[src/rtl/rledc_pkg.sv]
// Shared constants and control types for the run-length decoder with CRC check.
package rledc_pkg;

    // Maximum bytes per data transaction on the output
    localparam int LANE_BYTES = 8;
    localparam int LANES      = (LANE_BYTES < 1) ? 1 : ((LANE_BYTES > 8) ? 8 : LANE_BYTES);

    // Field widths
    localparam int LEN_W  = 21;
    localparam int CRC_W  = 16;
    localparam int CFG_W  = 21;
    localparam int IDX_W  = 2;
    localparam int CNT_W  = 8;

    // Command byte fields
    localparam logic [7:0] CMD_COUNT_MASK = 8'h7f;
    localparam logic [7:0] CMD_RUN_FLAG   = 8'h80;

    // CRC-16 polynomial
    localparam logic [CRC_W-1:0] CRC_POLY = 16'h1021;

    // Configuration register indexes
    localparam logic [IDX_W-1:0] REG_OUTPUT_LENGTH = 2'd0;
    localparam logic [IDX_W-1:0] REG_EXPECTED_CRC  = 2'd1;
    localparam logic [IDX_W-1:0] REG_CRC_SEED      = 2'd2;

    // Reset values of the configuration registers
    localparam logic [LEN_W-1:0] OUTPUT_LENGTH_RST = 21'd65536;
    localparam logic [CRC_W-1:0] EXPECTED_CRC_RST  = 16'h0000;
    localparam logic [CRC_W-1:0] CRC_SEED_RST      = 16'hffff;

    // Decode phases
    localparam logic [1:0] PH_CMD = 2'd0;
    localparam logic [1:0] PH_RUN = 2'd1;
    localparam logic [1:0] PH_LIT = 2'd2;

    // Result status codes
    localparam logic [2:0] ST_BUSY     = 3'd0;
    localparam logic [2:0] ST_OK       = 3'd1;
    localparam logic [2:0] ST_OVERFLOW = 3'd2;
    localparam logic [2:0] ST_TRUNC    = 3'd3;
    localparam logic [2:0] ST_LENGTH   = 3'd4;
    localparam logic [2:0] ST_CRC      = 3'd5;

    // Controller to datapath commands
    typedef struct packed {
        logic capture;
        logic cmd_decode;
        logic lit_emit;
        logic run_emit;
        logic crc_step;
        logic status_emit;
    } t_dp_cmd;

    // Datapath to controller status
    typedef struct packed {
        logic [1:0] phase;
        logic       err_set;
        logic       last;
        logic       run_left_zero;
        logic       crc_cnt_one;
        logic       out_free;
    } t_dp_sts;

endpackage

[src/rtl/rledc_ctrl.sv]
// Sequencing controller for the run-length decoder.
module rledc_ctrl
    import rledc_pkg::*;
(
    input  logic    i_clk,
    input  logic    i_rst_n,
    input  logic    i_valid,
    output logic    o_stall,
    input  t_dp_sts i_sts,
    output t_dp_cmd o_cmd
);

    localparam logic [1:0] S_IDLE    = 2'd0;
    localparam logic [1:0] S_PROC    = 2'd1;
    localparam logic [1:0] S_RUN_CRC = 2'd2;
    localparam logic [1:0] S_STATUS  = 2'd3;

    logic [1:0] r_state;
    logic [1:0] n_state;
    logic [1:0] w_after;

    // Where to go once an input transaction has been fully handled
    assign w_after = i_sts.last ? S_STATUS : S_IDLE;

    // Take a new transaction only when idle
    assign o_stall = (r_state != S_IDLE);

    // Next state and commands
    always_comb begin
        n_state = r_state;
        o_cmd   = '0;
        case (r_state)
            S_IDLE: begin
                if (i_valid) begin
                    o_cmd.capture = 1'b1;
                    n_state       = S_PROC;
                end
            end
            S_PROC: begin
                if (i_sts.err_set) begin
                    n_state = w_after;
                end else begin
                    case (i_sts.phase)
                        PH_CMD: begin
                            o_cmd.cmd_decode = 1'b1;
                            n_state          = w_after;
                        end
                        PH_LIT: begin
                            if (i_sts.out_free) begin
                                o_cmd.lit_emit = 1'b1;
                                n_state        = w_after;
                            end
                        end
                        PH_RUN: begin
                            if (i_sts.out_free) begin
                                o_cmd.run_emit = 1'b1;
                                n_state        = S_RUN_CRC;
                            end
                        end
                        default: begin
                            n_state = w_after;
                        end
                    endcase
                end
            end
            S_RUN_CRC: begin
                o_cmd.crc_step = 1'b1;
                if (i_sts.crc_cnt_one) begin
                    n_state = i_sts.run_left_zero ? w_after : S_PROC;
                end
            end
            S_STATUS: begin
                if (i_sts.out_free) begin
                    o_cmd.status_emit = 1'b1;
                    n_state           = S_IDLE;
                end
            end
            default: begin
                n_state = S_IDLE;
            end
        endcase
    end

    // State register
    always_ff @(posedge i_clk) begin
        if (!i_rst_n) begin
            r_state <= S_IDLE;
        end else begin
            r_state <= n_state;
        end
    end

endmodule

[src/rtl/rledc_datapath.sv]
// Datapath of the run-length decoder: stream state, CRC, configuration and output register.
module rledc_datapath
    import rledc_pkg::*;
(
    input  logic             i_clk,
    input  logic             i_rst_n,
    input  logic [7:0]       i_in_byte,
    input  logic             i_in_last,
    input  logic             i_cfg_we,
    input  logic [IDX_W-1:0] i_cfg_index,
    input  logic [CFG_W-1:0] i_cfg_data,
    input  logic             i_stall,
    input  t_dp_cmd          i_cmd,
    output t_dp_sts          o_sts,
    output logic             o_valid,
    output logic [63:0]      o_out_data,
    output logic [3:0]       o_out_count,
    output logic [LEN_W-1:0] o_out_offset,
    output logic             o_out_done,
    output logic [2:0]       o_out_status,
    output logic             o_out_run_last
);

    // One byte of CRC-16, MSB first
    function automatic logic [CRC_W-1:0] crc_byte(input logic [CRC_W-1:0] crc,
                                                  input logic [7:0] b);
        logic [CRC_W-1:0] c;
        c = crc ^ {b, 8'h00};
        for (int i = 0; i < 8; i++) begin
            c = c[CRC_W-1] ? ((c << 1) ^ CRC_POLY) : (c << 1);
        end
        return c;
    endfunction

    // Configuration
    logic [LEN_W-1:0] r_output_length;
    logic [CRC_W-1:0] r_expected_crc;
    logic [CRC_W-1:0] r_crc_seed;

    // Stream state
    logic [7:0]       r_byte;
    logic             r_last;
    logic [1:0]       r_phase;
    logic [CNT_W-1:0] r_lit_left;
    logic [CNT_W-1:0] r_run_left;
    logic [LEN_W-1:0] r_wp;
    logic [CRC_W-1:0] r_crc;
    logic [2:0]       r_err;
    logic [3:0]       r_crc_cnt;

    // Output register
    logic             r_valid;
    logic [63:0]      r_data;
    logic [3:0]       r_count;
    logic [LEN_W-1:0] r_offset;
    logic             r_done;
    logic [2:0]       r_status;
    logic             r_run_last;

    logic             w_out_free;
    logic [CNT_W-1:0] w_count;
    logic [LEN_W:0]   w_end;
    logic             w_overflow;
    logic [3:0]       w_group;
    logic [CNT_W-1:0] w_run_after;
    logic [CNT_W-1:0] w_lit_after;
    logic [63:0]      w_group_data;
    logic [2:0]       w_final;
    logic             w_seed_idle;

    assign w_out_free = !r_valid || !i_stall;

    // Command byte decode and overflow check
    assign w_count    = (r_byte & CMD_COUNT_MASK) + 8'd1;
    assign w_end      = {1'b0, r_wp} + (LEN_W + 1)'(w_count);
    assign w_overflow = w_end > {1'b0, r_output_length};

    // Size of the next run group and its lanes
    assign w_group     = (r_run_left < CNT_W'(LANES)) ? r_run_left[3:0] : 4'(LANES);
    assign w_run_after = r_run_left - CNT_W'(w_group);
    assign w_lit_after = (r_lit_left != '0) ? (r_lit_left - 8'd1) : r_lit_left;

    always_comb begin
        w_group_data = '0;
        for (int i = 0; i < LANES; i++) begin
            if (4'(i) < w_group) begin
                w_group_data[8*i +: 8] = r_byte;
            end
        end
    end

    // Final status of the stream
    always_comb begin
        if (r_err != ST_BUSY) begin
            w_final = r_err;
        end else if (r_phase != PH_CMD) begin
            w_final = ST_TRUNC;
        end else if (r_wp != r_output_length) begin
            w_final = ST_LENGTH;
        end else if (r_crc != r_expected_crc) begin
            w_final = ST_CRC;
        end else begin
            w_final = ST_OK;
        end
    end

    assign w_seed_idle = (r_phase == PH_CMD) && (r_wp == '0) && (r_err == ST_BUSY);

    // Configuration registers
    always_ff @(posedge i_clk) begin
        if (!i_rst_n) begin
            r_output_length <= OUTPUT_LENGTH_RST;
            r_expected_crc  <= EXPECTED_CRC_RST;
            r_crc_seed      <= CRC_SEED_RST;
        end else if (i_cfg_we) begin
            case (i_cfg_index)
                REG_OUTPUT_LENGTH: r_output_length <= i_cfg_data[LEN_W-1:0];
                REG_EXPECTED_CRC:  r_expected_crc  <= i_cfg_data[CRC_W-1:0];
                REG_CRC_SEED:      r_crc_seed      <= i_cfg_data[CRC_W-1:0];
                default: begin
                end
            endcase
        end
    end

    // Hold the accepted transaction
    always_ff @(posedge i_clk) begin
        if (i_cmd.capture) begin
            r_byte <= i_in_byte;
            r_last <= i_in_last;
        end
    end

    // Stream state
    always_ff @(posedge i_clk) begin
        if (!i_rst_n) begin
            r_phase    <= PH_CMD;
            r_lit_left <= '0;
            r_run_left <= '0;
            r_wp       <= '0;
            r_crc      <= CRC_SEED_RST;
            r_err      <= ST_BUSY;
            r_crc_cnt  <= '0;
        end else begin
            if (i_cfg_we && (i_cfg_index == REG_CRC_SEED) && w_seed_idle) begin
                r_crc <= i_cfg_data[CRC_W-1:0];
            end
            if (i_cmd.cmd_decode) begin
                if (w_overflow) begin
                    r_err <= ST_OVERFLOW;
                end else if ((r_byte & CMD_RUN_FLAG) != '0) begin
                    r_run_left <= w_count;
                    r_phase    <= PH_RUN;
                end else begin
                    r_lit_left <= w_count;
                    r_phase    <= PH_LIT;
                end
            end
            if (i_cmd.lit_emit) begin
                r_crc      <= crc_byte(r_crc, r_byte);
                r_wp       <= r_wp + LEN_W'(1);
                r_lit_left <= w_lit_after;
                if (w_lit_after == '0) begin
                    r_phase <= PH_CMD;
                end
            end
            if (i_cmd.run_emit) begin
                r_wp       <= r_wp + LEN_W'(w_group);
                r_run_left <= w_run_after;
                r_crc_cnt  <= w_group;
                if (w_run_after == '0) begin
                    r_phase <= PH_CMD;
                end
            end
            // One CRC byte per cycle over the run group
            if (i_cmd.crc_step) begin
                r_crc     <= crc_byte(r_crc, r_byte);
                r_crc_cnt <= r_crc_cnt - 4'd1;
            end
            // Restart the stream after its status
            if (i_cmd.status_emit) begin
                r_phase    <= PH_CMD;
                r_lit_left <= '0;
                r_run_left <= '0;
                r_wp       <= '0;
                r_crc      <= r_crc_seed;
                r_err      <= ST_BUSY;
            end
        end
    end

    // Output valid: set on load, drop once taken
    always_ff @(posedge i_clk) begin
        if (!i_rst_n) begin
            r_valid <= 1'b0;
        end else if (i_cmd.lit_emit || i_cmd.run_emit || i_cmd.status_emit) begin
            r_valid <= 1'b1;
        end else if (!i_stall) begin
            r_valid <= 1'b0;
        end
    end

    // Output payload
    always_ff @(posedge i_clk) begin
        if (i_cmd.lit_emit) begin
            r_data     <= {56'd0, r_byte};
            r_count    <= 4'd1;
            r_offset   <= r_wp;
            r_done     <= 1'b0;
            r_status   <= ST_BUSY;
            r_run_last <= !r_last;
        end else if (i_cmd.run_emit) begin
            r_data     <= w_group_data;
            r_count    <= w_group;
            r_offset   <= r_wp;
            r_done     <= 1'b0;
            r_status   <= ST_BUSY;
            r_run_last <= (w_run_after == '0) && !r_last;
        end else if (i_cmd.status_emit) begin
            r_data     <= '0;
            r_count    <= 4'd0;
            r_offset   <= r_wp;
            r_done     <= 1'b1;
            r_status   <= w_final;
            r_run_last <= 1'b1;
        end
    end

    assign o_sts.phase         = r_phase;
    assign o_sts.err_set       = (r_err != ST_BUSY);
    assign o_sts.last          = r_last;
    assign o_sts.run_left_zero = (r_run_left == '0);
    assign o_sts.crc_cnt_one   = (r_crc_cnt == 4'd1);
    assign o_sts.out_free      = w_out_free;

    assign o_valid        = r_valid;
    assign o_out_data     = r_data;
    assign o_out_count    = r_count;
    assign o_out_offset   = r_offset;
    assign o_out_done     = r_done;
    assign o_out_status   = r_status;
    assign o_out_run_last = r_run_last;

endmodule

[src/rtl/rle_decoder_with_crc_check.sv]
// Top level of the run-length decoder with CRC-16 check.
//
// Input channel: one encoded byte per transaction (i_in_byte, i_in_last),
// accepted when i_valid is high and o_stall is low. Output channel: one result
// per transaction, offered on o_valid and taken when i_stall is low. A result
// carries up to LANE_BYTES decoded bytes with their destination offset, or, with
// o_out_done set, the final stream status and the decoded byte count.
// Sequence: a command byte or a literal byte is accepted, then processed.
// A run value byte is accepted, then each group of up to LANE_BYTES bytes is
// emitted and folded into the CRC, which takes in one byte per cycle; a full
// run is 128 bytes. The final byte adds a status result.
// The output register lets the next input be taken while a result waits.
// A stall on the output holds the result and halts the sequencer only when a
// further result is ready to be loaded.
// Reset (synchronous, active low) restores the register defaults and the
// start-of-stream state. Configuration writes are taken at any edge with
// i_cfg_we high; a seed write also loads the running CRC at stream start.
module rle_decoder_with_crc_check
    import rledc_pkg::*;
(
    input  logic             i_clk,
    input  logic             i_rst_n,
    input  logic             i_valid,
    output logic             o_stall,
    input  logic [7:0]       i_in_byte,
    input  logic             i_in_last,
    input  logic             i_cfg_we,
    input  logic [IDX_W-1:0] i_cfg_index,
    input  logic [CFG_W-1:0] i_cfg_data,
    output logic             o_valid,
    input  logic             i_stall,
    output logic [63:0]      o_out_data,
    output logic [3:0]       o_out_count,
    output logic [LEN_W-1:0] o_out_offset,
    output logic             o_out_done,
    output logic [2:0]       o_out_status,
    output logic             o_out_run_last
);

    t_dp_cmd w_cmd;
    t_dp_sts w_sts;

    // Sequencer
    rledc_ctrl u_ctrl (
        .i_clk   (i_clk),
        .i_rst_n (i_rst_n),
        .i_valid (i_valid),
        .o_stall (o_stall),
        .i_sts   (w_sts),
        .o_cmd   (w_cmd)
    );

    // Datapath and output register
    rledc_datapath u_dp (
        .i_clk          (i_clk),
        .i_rst_n        (i_rst_n),
        .i_in_byte      (i_in_byte),
        .i_in_last      (i_in_last),
        .i_cfg_we       (i_cfg_we),
        .i_cfg_index    (i_cfg_index),
        .i_cfg_data     (i_cfg_data),
        .i_stall        (i_stall),
        .i_cmd          (w_cmd),
        .o_sts          (w_sts),
        .o_valid        (o_valid),
        .o_out_data     (o_out_data),
        .o_out_count    (o_out_count),
        .o_out_offset   (o_out_offset),
        .o_out_done     (o_out_done),
        .o_out_status   (o_out_status),
        .o_out_run_last (o_out_run_last)
    );

    // An accepted transaction keeps the block busy in the next cycle
    a_busy_after_accept: assert property (@(posedge i_clk) disable iff (!i_rst_n)
        (i_valid && !o_stall) |=> o_stall)
        else $error("input taken twice in consecutive cycles");

    // A status result carries no bytes and closes its transaction
    a_status_shape: assert property (@(posedge i_clk) disable iff (!i_rst_n)
        (o_valid && o_out_done) |-> (o_out_run_last && (o_out_count == 4'd0)
                                     && (o_out_status != ST_BUSY)))
        else $error("malformed status result");

    // A data result holds one to LANES bytes and reports busy
    a_data_shape: assert property (@(posedge i_clk) disable iff (!i_rst_n)
        (o_valid && !o_out_done) |-> ((o_out_count != 4'd0)
                                      && (o_out_count <= 4'(LANES))
                                      && (o_out_status == ST_BUSY)))
        else $error("malformed data result");

endmodule
[config.mk]
export PLATFORM = sky130hd
export DESIGN_NAME = rle_decoder_with_crc_check
export DESIGN_NICKNAME = d
export VERILOG_FILES = /design/src/rtl/rledc_pkg.sv /design/src/rtl/rledc_ctrl.sv /design/src/rtl/rledc_datapath.sv /design/src/rtl/rle_decoder_with_crc_check.sv
export SDC_FILE = /design/constraint.sdc
export NUM_CORES = 1
export LEC_CHECK = 0
export ABC_AREA = 0
export BUFFER_PORTS_ARGS = -buffer_cell sky130_fd_sc_hd__buf_2
export CORE_MARGIN = 4
export CORE_UTILIZATION = 57
export DETAILED_ROUTE_END_ITERATION = 6
export GPL_TIMING_DRIVEN = 0
export PLACE_DENSITY = 0.88
export SYNTH_ARGS = -nofsm -noshare
export SYNTH_HDL_FRONTEND = slang
export SYNTH_SLANG_ARGS = --single-unit
[constraint.sdc]
create_clock -name i_clk -period 7.73 [get_ports i_clk]
set_clock_uncertainty 0.15 [all_clocks]
set_input_delay 0.773 -clock i_clk [delete_from_list [all_inputs] [get_ports i_clk]]
set_output_delay 0.773 -clock i_clk [all_outputs]
set_load 0.005 [all_outputs]
# Word level (Yosys, flattened, before mapping)
# Cells that the tools add are included.
dict set report totals {
  regBits 219
  out_inout_bits 96
  word_cells 184
}
dict set report classes {
  addsub 7
  order_cmp 10
  eq_ne 19
  muxes 78
  bitwise 10
  reduce_logical 39
}
# operator n
set op_table {}
lappend op_table {{8-bit 2-to-1 mux} 18}
lappend op_table {{64-bit 2-to-1 mux} 2}
lappend op_table {{21-bit 2-to-1 mux} 5}
lappend op_table {{13-bit 2-to-1 mux} 8}
lappend op_table {{16-bit 2-to-1 mux} 4}
lappend op_table {{2-bit 2-to-1 mux} 15}
lappend op_table {{8-bit logical NOT} 3}
lappend op_table {{3-bit inverter} 8}
lappend op_table {{21-bit by 8-bit adder with 22-bit output} 1}
lappend op_table {{22-bit by 21-bit greater-than comparator with 1-bit output} 1}
lappend op_table {{21-bit by 1-bit adder with 21-bit output (second input constant)} 1}
lappend op_table {{21-bit by 4-bit adder with 21-bit output} 1}
lappend op_table {{21-bit logical NOT} 1}
lappend op_table {{21-bit != test} 1}
lappend op_table {{4-bit 2-to-1 mux} 5}
lappend op_table {{3-bit 2-to-1 mux} 6}
lappend op_table {{3-bit by 4-bit less-than comparator with 1-bit output (first input constant)} 4}
lappend op_table {{16-bit != test} 1}
lappend op_table {{2-bit nonzero test} 8}
lappend op_table {{16-bit XOR} 1}
lappend op_table {{1-bit 2-to-1 mux} 13}
lappend op_table {{2-bit by 1-bit != test with 1-bit output (second input constant)} 6}
lappend op_table {{7-bit by 1-bit adder with 8-bit output (second input constant)} 1}
lappend op_table {{2-bit equality test (second input constant)} 4}
lappend op_table {{25 further kinds} 45}

# Logic depth before layout (Yosys ltp)
# Gate-level depths: netlist of run 1.
dict set report logic_depth {
  word_depth 20
  depth_mapped 21
  depth_no_buf 19
}

# Modules after synthesis
# From an unflattened synthesis of run 1, not the netlist that was laid out.
dict set report unflattened {
  hier_cells 1279
  area_unflattened_um2 10771.6
}
# mod instances cells_per_inst area_per_inst_um2 seq_area_each_um2
set modules_own_cells {}
lappend modules_own_cells {rledc_datapath 1 1245 10542.6 4734.5}
lappend modules_own_cells {rledc_ctrl 1 34 229.0 40.0}

# Least setup slack after synthesis of run 1
# Ideal clock, no wire load.
dict set report synth_path {
  kind {register -> register}
  start {reg u_dp.r_byte[0]}
  end {reg u_dp.r_lit_left[0]}
  arrival_ns 4.437
  required_ns 7.446
  setup_slack_ns 3.010
  stages_incl_launch_ff 21
  path_buffers 1
  period_less_slack_ns 4.720
  path_cell_list {edfxtp_1 -> clkbuf_1 -> inv_1 -> ha_1 -> inv_1 -> fa_1 -> nor2b_1 -> o21ai_0 -> a21boi_0 -> o21ai_0 -> a211oi_1 -> nand2_1 -> xnor2_1 -> ha_1 -> nand4_1 -> or4_4 -> a311o_1 -> a31oi_4 -> nor2_2 -> a221oi_1 -> a211oi_1}
}
dict set report synth_between {
  elab_chain_len 5
  elab_cells_between_ends 9
  classes_between {add/sub: 2; order compare: 1; eq/ne: 1; mux: 4; reduce/logical: 1}
}
# item line
set synth_lines {}
lappend synth_lines {{start: declaration} rledc_datapath.sv:41} ;# logic [7:0] r_byte;
lappend synth_lines {{start signal: assignment} rledc_datapath.sv:129} ;# r_byte <= i_in_byte;
lappend synth_lines {{7-bit by 1-bit adder with 8-bit output *} rledc_datapath.sv:74} ;# assign w_count = (r_byte & CMD_COUNT_MASK) + 8'd1;
lappend synth_lines {{21-bit by 8-bit adder with 22-bit output or 8-bit 2-to-1 mux (tied branches)} {rledc_datapath.sv:75, rledc_datapath.sv:151}}
lappend synth_lines {{22-bit by 21-bit greater-than comparator with 1-bit output or 8-bit 2-to-1 mux (tied branches)} {rledc_datapath.sv:76, rledc_datapath.sv:149}}
lappend synth_lines {{2-bit by 1-bit != test with 1-bit output (no source line) or 8-bit 2-to-1 mux (tied branches)} n/a}
lappend synth_lines {{3-bit AND reduction (no source line) or 8-bit 2-to-1 mux (tied branches)} n/a}
lappend synth_lines {{end signal: assignment} rledc_datapath.sv:155} ;# r_lit_left <= w_count;
lappend synth_lines {{end signal: assignment} rledc_datapath.sv:162} ;# r_lit_left <= w_lit_after;
lappend synth_lines {{end: declaration} rledc_datapath.sv:44} ;# logic [CNT_W-1:0] r_lit_left;
# Mark *: on every way between the ends. The rest lies on a longest branch, timed or not. The select of a mux whose other input is x is not followed.
# A chain may end at the register's enable or synchronous reset.

# Worst setup path after layout of run 1
dict set report layout_path {
  start {reg u_dp.r_byte[2]}
  end {reg u_dp.r_lit_left[6]}
}
# The elaborated chain is that of the path after synthesis.

==> impl_results.md, run 1 <==
* Status: finished clean
* Clock net sink count at 219
* Core Footprint at 0.0188 sq mm
* Port Buffers at about 130
* Initial cell density of the core at about three fifths
* Nature of the critical path endpoint: flop
* H-tree depth at 1
* Type of the most critical hold path: input port to flop
* Largest voltage drop on the vdd net at 0.213 mV
* Number of failing setup endpoints in the final timing report at 0
* Static Leakage at around 5.3 nW
* Post-synth top flop: sky130_fd_sc_hd__dfxtp_1
* Count of cell types in the netlist at 69
* Detailed Place HPWL at ~23000 microns
* Initial antenna violation count at 1
* Crit-path max FO at 10
* Number of global-route vias before repair at 9484
* Number of enable-type register cells in the synthesized netlist at 39
* Top-level port count at roughly 130
* Setup repair after global routing missed its margin: false
* Total setup buffers inserted after CTS at 0
* CTS tree: yes
* Cell-by-cell trace of the critical path: clkbuf_1 -> xor2_1 -> ha_1 -> nor2b_1 -> o21ai_0 -> a21boi_0 -> o21ai_0 -> a211oi_1 -> nand2_1 -> xnor2_1 -> ha_1 -> nand4_1 -> or4_4 -> o21bai_1 -> o2bb2ai_1 -> nor3_1 -> mux2_2 -> o31ai_1
* Share of synthesized area occupied by flip-flops and latches at 43.4%
* Setup crit start kind: flop
* Pin count of the biggest net entering global routing at 31
* Routed length per instance at between 15 and 20 microns
* Total negative setup slack at 0 ns
* Avg Cell Area, Syn at 9.06 sq um
* Count of hold-fix buffers inserted at cts at 0
* Peak per-stage delay on the critical path at 0.71 ns
* Yosys synthesis warning count at 0
* Worst-case setup margin in the final layout at 1.63 ns
* Number of synthesized register bits at 219
* Share of synthesized registers carrying an async set or reset at 0%
* Type of the setup path with the least slack: flop to flop
* Transition at the pin with the smallest max-transition slack at ~1.2 ns
* Hold Vio Cnt, Final at 0
* Antenna violation net count after detailed routing at 0
* Drt drc at 0
* Maximum clock frequency at between 150 and 200 MHz
* Fraction of layout instances using a drive strength above 1 at 15.3%
* Post-synth top area share at ~33%
* Number of violations reported at the end of detailed-routing iteration 0 at 1170
* Largest cells by area after synthesis: sky130_fd_sc_hd__dfxtp_1, sky130_fd_sc_hd__edfxtp_1, sky130_fd_sc_hd__nand2_1
* Global-route wire length before repair at approximately 50000 microns
* Remaining global-route overflow at 0
* Data arrival at the endpoint of the critical path at 6.37 ns
* Most area-hungry cell type in the Yosys netlist: sky130_fd_sc_hd__dfxtp_1
* Final clock period utilization by the worst path at 78.9%
* Relative area change from synthesis to final layout at 15.5%
* Summed instance area of the synthesized netlist at 0.0110 sq mm
* Clock buffer depth at 3
* Number of clock buffers inserted by TritonCTS at 23
* Worst slack, placed at 1.91 ns
* Fill cell total of the finished layout at 1424
* Total via count in the routed design at around 10000
* Count leader, synth: sky130_fd_sc_hd__nand2_1
* Cell chosen for the clock root: sky130_fd_sc_hd__clkbuf_16
* Synthesized instance count at 1213
* Post-layout min period at 6.10 ns
* Most frequent cells after synthesis: sky130_fd_sc_hd__nand2_1, sky130_fd_sc_hd__dfxtp_1, sky130_fd_sc_hd__nor2_1
* Sequential cell area in the final layout at between 0.004 and 0.005 sq mm
* Insertion delay to the later sink of the worst-skew pair at between 0.5 and 0.6 ns
* Cell area power density at 230 mW/mm^2
* Vias per std cell at 6.00
* Detailed Routing Iterations Pass 1 at 7
* Placer's final routability congestion estimate at ~0.95
* Post-CTS resize count at 0
* # Max-Cap Violations at 0
* Die Footprint at 0.0216 sq mm
* All-Layer GR Usage at 28.1%
* Nets at 1451
* Endpoint required time on the critical path at between 8 and 9 ns
* Wire length reported by the detailed router at 31300 microns
* Cell type of the slowest stage on the worst timing path: sky130_fd_sc_hd__a211oi_1
* Clock slew at reported path FFs at 0.06 ns
* Area of the multi-input gates at ~0.0057 sq mm
* Placed cell count at 1605
* Non-Filler Instances at approximately 1600
* Cell row count at 50
* Die span in x at between 100 and 150 microns
* Total nets after synthesis at 1294
* Slew margin rel. at a little under a fifth
* Y dimension of the die at 147 microns
* Number of max-slew violations in the final report at 0
kinds of logic (layout without fill, tap and decap cells):
| kind of cell | after synthesis | in the layout | share of synthesized area [%] |
|---|---|---|---|
| adder cells (fa/ha/maj) | 44 | 44 | 5.14 |
| other | 1 | 2 | 0.0341 |
| buffers and inverters | 129 | 302 | 4.60 |
| XOR/XNOR | 107 | 107 | 8.52 |
| flip-flops | 219 | 219 | 43.4 |
| AND/OR/NAND/NOR | 432 | 432 | 18.8 |
| AO/OA/AOI/OAI | 255 | 255 | 17.0 |
| multiplexers | 26 | 26 | 2.47 |
flip-flops by register name, summed over array words and instances, names as in the netlist, 3 cells and up:
signal and cells:
u_dp.r_wp 21, u_dp.r_output_length 21, u_dp.r_expected_crc 16, u_dp.r_lit_left 8, u_dp.o_out_data 64, u_dp.r_byte 8
u_dp.o_out_status 3, u_dp.o_out_offset 21, u_dp.o_out_count 4, u_dp.r_run_left 8, u_dp.r_crc 16, u_dp.r_crc_seed 16
u_dp.r_crc_cnt 4
layout make-up:
| cell class | instances | area share [%] |
|---|---|---|
| Timing Repair Buffer | 132 | 5.20 |
| Tap cell | 260 | 2.56 |
| Multi-Input combinational cell | 865 | 45.0 |
| Clock inverter | 10 | 0.552 |
| Buffer | 81 | 2.56 |
| Sequential cell | 219 | 37.6 |
| Antenna cell | 1 | 0.0197 |
| Clock buffer | 31 | 5.09 |
| Inverter | 48 | 1.42 |
metal layers:
layer | routed length, microns | part of all wire [%] | GRT usage (%)
met5 | 0 | 0 | 0
met4 | 1440 | 4.6 | 12.7
met1 | 12200 | 39 | 36.6
met2 | 14500 | 46 | 45.8
met3 | 3220 | 10 | 5.18
cell usage in the layout (no fill, tap or decap), types with 3 or more instances in the layout:
cell type                   instances
sky130_fd_sc_hd__nor3b_1            3
sky130_fd_sc_hd__mux2_2             9
sky130_fd_sc_hd__and2_1            15
sky130_fd_sc_hd__nand2_1          181
sky130_fd_sc_hd__inv_1             48
sky130_fd_sc_hd__a21o_1             8
sky130_fd_sc_hd__xnor2_1           58
sky130_fd_sc_hd__a22oi_1            3
sky130_fd_sc_hd__ha_1              42
sky130_fd_sc_hd__o31ai_1            4
sky130_fd_sc_hd__nor4_1            11
sky130_fd_sc_hd__nand3b_1           5
sky130_fd_sc_hd__xor2_1            49
sky130_fd_sc_hd__nand4_1           14
sky130_fd_sc_hd__or3_1              4
sky130_fd_sc_hd__nand2b_1           8
sky130_fd_sc_hd__a211oi_1           9
sky130_fd_sc_hd__dfxtp_1          180
sky130_fd_sc_hd__a21oi_1           57
sky130_fd_sc_hd__o21a_1             4
sky130_fd_sc_hd__a21boi_0          38
sky130_fd_sc_hd__buf_2            143
sky130_fd_sc_hd__nand3_1           49
sky130_fd_sc_hd__nor2_1            72
sky130_fd_sc_hd__clkbuf_16         24
sky130_fd_sc_hd__edfxtp_1          39
sky130_fd_sc_hd__nor3_1            25
sky130_fd_sc_hd__o211ai_1          14
sky130_fd_sc_hd__nor2b_1           10
sky130_fd_sc_hd__and3_1            12
sky130_fd_sc_hd__a22o_1            37
sky130_fd_sc_hd__a32o_1            18
sky130_fd_sc_hd__a31oi_1            7
sky130_fd_sc_hd__clkinv_2           7
sky130_fd_sc_hd__clkbuf_1          73
sky130_fd_sc_hd__mux2i_1           17
sky130_fd_sc_hd__or2_2              6
sky130_fd_sc_hd__a221oi_1           3
sky130_fd_sc_hd__o21bai_1           3
sky130_fd_sc_hd__o21ai_0           31
path summary, 6_finish.rpt:
check                        startpoint                              end  slack (ns)  depth (start not counted)
max            u_dp.r_byte[2]$_DFFE_PP_  u_dp.r_lit_left[6]$_SDFFE_PP0P_        1.63                         18
max reg2reg    u_dp.r_byte[2]$_DFFE_PP_  u_dp.r_lit_left[6]$_SDFFE_PP0P_        1.63                         18
min reg2reg  u_dp.r_wp[15]$_SDFFE_PP0P_  u_dp.o_out_offset[15]$_DFFE_PP_        0.27                          0
min                        i_in_byte[3]         u_dp.r_byte[3]$_DFFE_PP_        0.27                          1
worst max-delay path: cells and delay by family, from the launching register on:
| kind | cells | cell delay (ns) |
|---|---|---|
| AO/OA/AOI/OAI | 7 | 1.61 |
| XOR/XNOR | 2 | 0.74 |
| adder cells (fa/ha/maj) | 2 | 0.61 |
| buffers and inverters | 1 | 0.55 |
| flip-flops | 1 | 0.50 |
| multiplexers | 1 | 0.38 |
| AND/OR/NAND/NOR | 5 | 1.45 |
metrics by stage:
step                util, %  hold WS [ns]  cell area, sq um  total power [mW]
global route           67.4         0.259             12700              3.02
floorplan                 -         0.253             11000              1.68
finish                 67.4         0.267             12700              2.92
CTS                    67.4         0.255             12700              2.90
global placement       63.6         0.257             12000              1.84
detailed placement     63.6         0.258             12000              1.86
power breakdown:
| group | internal (mW) | switching (mW) |
|---|---|---|
| logic | 0.224 | 0.313 |
| registers | 1.25 | 0.0746 |
| clock network | 0.592 | 0.463 |
Power figures use the tool's default switching activity.
==> inputs of run 2 (changes only) <==
clock period = 6.1 ns   (was 7.73 ns; I/O delays follow)
==> impl_results.md, run 2 (synthesis results as in run 1) <==
* Status: finished clean
* Number of global-route vias before repair at 9484 (unchanged)
* Routed length per instance at 19.0 microns (unchanged)
* Share of the core filled with cells in the final layout at 67.5% (about the same)
* Remaining global-route overflow at 0 (unchanged)
* Final clock period utilization by the worst path at 93.1% (+14 points)
* Total via count in the routed design at 9857 (-0.19%)
* Worst reg2reg startpoint: u_dp.r_byte[4]$_DFFE_PP_
* Number of max-slew violations in the final report at 0 (unchanged)
* Nets at 1451 (unchanged)
* Relative area change from synthesis to final layout at 15.6% (about the same)
* Insertion delay to the later sink of the worst-skew pair at 0.53 ns (about the same)
* Sw Ratio at 29.2% (about the same)
* Internal power summed over all cells at 2.62 mW (+27%)
* Data arrival at the endpoint of the critical path at 5.99 ns (-0.38 ns)
* Antenna violation net count after detailed routing at 0 (unchanged)
* Cell-by-cell trace of the critical path: clkbuf_1 -> and3_1 -> nand3_1 -> xnor2_1 -> ha_1 -> or2_2 -> a21oi_1 -> a211oi_2 -> and3_1 -> xor2_1 -> ha_1 -> nand4_1 -> or4_4 -> a311o_1 -> a31oi_4 -> or2_2 -> buf_6 -> nand3_1 -> a31oi_1
* CTS tree: yes
* Maximum clock frequency at 176 MHz (+7.4%)
* Y dimension of the die at 147 microns (unchanged)
* Crit-path max FO at 10 (unchanged)
* Number of clock buffers inserted by TritonCTS at 23 (unchanged)
* Fraction of power consumed by sequential logic at 45.3% (about the same)
* Total setup buffers inserted after CTS at 0 (unchanged)
* Cell chosen for the clock root: sky130_fd_sc_hd__clkbuf_16
* Number of failing setup endpoints in the final timing report at 0 (unchanged)
* Slew margin rel. at 17.8% (-0.85 points)
* Pin count of the biggest net entering global routing at 31 (unchanged)
* Placer's final routability congestion estimate at 0.953 (unchanged)
* Nature of the critical path endpoint: flop
* Transition at the pin with the smallest max-transition slack at 1.23 ns (+0.0128 ns)
* Clock net sink count at 219 (unchanged)
* Cell area power density at 291 mW/mm^2 (+27%)
* Setup crit start kind: flop
* # Max-Cap Violations at 0 (unchanged)
* Clock buffer depth at 3 (unchanged)
* Most used cells in the layout excluding fill and tap cells: sky130_fd_sc_hd__nand2_1, sky130_fd_sc_hd__dfxtp_1, sky130_fd_sc_hd__buf_2, sky130_fd_sc_hd__nor2_1, sky130_fd_sc_hd__clkbuf_1
* Drt drc at 0 (unchanged)
* Clock slew at reported path FFs at 0.06 ns (about the same)
* Hold Vio Cnt, Final at 0 (unchanged)
* Combinational fraction of design power at 18.5% (about the same)
* Global-route wire length before repair at 49700 microns (unchanged)
* Static Leakage at 5.34 nW (+0.11%)
* Post-layout min period at 5.68 ns (-0.420 ns)
* Worst setup path startpoint: u_dp.r_byte[4]$_DFFE_PP_
* Peak per-stage delay on the critical path at 0.54 ns (-0.17 ns)
* Cell row count at 50 (unchanged)
* Startpoint of the lowest-slack hold path: i_in_byte[7]
* Worst-case setup margin in the final layout at 0.421 ns (-1.21 ns)
* Core Footprint at 0.0188 sq mm (unchanged)
* Type of the setup path with the least slack: flop to flop
* Total negative setup slack at 0 ns (unchanged)
* Commonest non-fill, non-tap cell in the layout: sky130_fd_sc_hd__nand2_1
* Initial cell density of the core at 58.4% (unchanged)
* Number of violations reported at the end of detailed-routing iteration 0 at 1092 (-6.7%)
* Fraction of layout instances using a drive strength above 1 at 15.5% (+0.22 points)
* Cell type of the slowest stage on the worst timing path: sky130_fd_sc_hd__or4_4
* Largest register FFs at 64 (unchanged)
* Die span in x at 147 microns (unchanged)
* Setup repair after global routing missed its margin: false
* Top-level port count at 133 (unchanged)
* Detailed Place HPWL at 22700 microns (unchanged)
* Largest voltage drop on the vdd net at 0.268 mV (+26%)
* All-Layer GR Usage at 28.1% (unchanged)
* Detailed Routing Iterations Pass 1 at 6 (-1)
* Worst slack, placed at 0.281 ns (-1.63 ns)
* Die Footprint at 0.0216 sq mm (unchanged)
* Type of the most critical hold path: input port to flop
* Initial antenna violation count at 1 (unchanged)
* Vias per std cell at 5.98 (-0.19%)
* Wire length reported by the detailed router at 31300 microns (unchanged)
* Switching power summed over all nets at 1.08 mW (+27%)
* H-tree depth at 1 (unchanged)
* Part of the total power dissipated in the clock network at 36.2% (about the same)
* Endpoint required time on the critical path at 6.41 ns (-1.60 ns)
* Port Buffers at 132 (unchanged)
run 2: cell counts in the layout (fill, tap and decap cells not counted):
No cell type changed its count.
run 2: metal layers:
metal  vias to the layer above  share of wire (%)  GRT usage, %
li1                       4548                  -             -
met1                      4650                 39          36.6
met2                       536                 46          45.8
met3                       123                9.8          5.18
met4                         0                4.7          12.7
met5                         -                  0             0
run 2: repair_timing:
item	4_1_cts	5_1_grt
hold buffers	0	0
endpoints found under the setup margin	0	19
resized for setup	0	5
run 2: worst paths after layout:
path,to,slack [ns],cells after the start
worst max-delay path,u_dp.r_run_left[2]$_SDFFE_PP0P_,0.42,19
worst min-delay path,u_dp.r_byte[7]$_DFFE_PP_,0.11,1
worst max register to register,u_dp.r_run_left[2]$_SDFFE_PP0P_,0.42,19
worst min register to register,u_dp.o_out_offset[15]$_DFFE_PP_,0.27,0
run 2: layout make-up:
type	count	area [sq um]
fillers	1419	6120
multi-input cells	865	5720
diodes	1	2.50
plain buffers	81	328
clock inverters	10	70.1
inverters	48	180
well taps	260	325
repair buffers	132	661
clock buffers	31	647
flip-flops and latches	219	4770
run 2: metrics by stage:
| step | area, sq um | power, mW | hold WS [ns] | cells |
|---|---|---|---|---|
| detailed placement | 12000 | 2.36 | 0.258 | 1605 |
| global placement | 12000 | 2.33 | 0.257 | 1605 |
| finish | 12700 | 3.70 | 0.106 | 1647 |
| global route | 12700 | 3.83 | 0.0961 | 1647 |
| CTS | 12700 | 3.68 | 0.0919 | 1646 |
| floorplan | 11000 | 2.12 | 0.253 | 1213 |
run 2: power groups by stage:
stage / combinational (mW) / clock, mW / sequential, mW
global route: 0.744 / 1.40 / 1.68
global placement: 0.636 / 0 / 1.70
floorplan: 0.446 / 0 / 1.68
detailed placement: 0.661 / 0 / 1.70
CTS: 0.670 / 1.34 / 1.67
finish: 0.682 / 1.34 / 1.67
run 2: critical path, delay by kind of cell, from the launching register on:
family          cells  cell delay, ns
xor+xnor            2            0.68
compound gates      5            1.20
flops               1            0.32
buf+inv             2            0.64
fa+ha+maj           2            0.66
simple gates        8            1.94
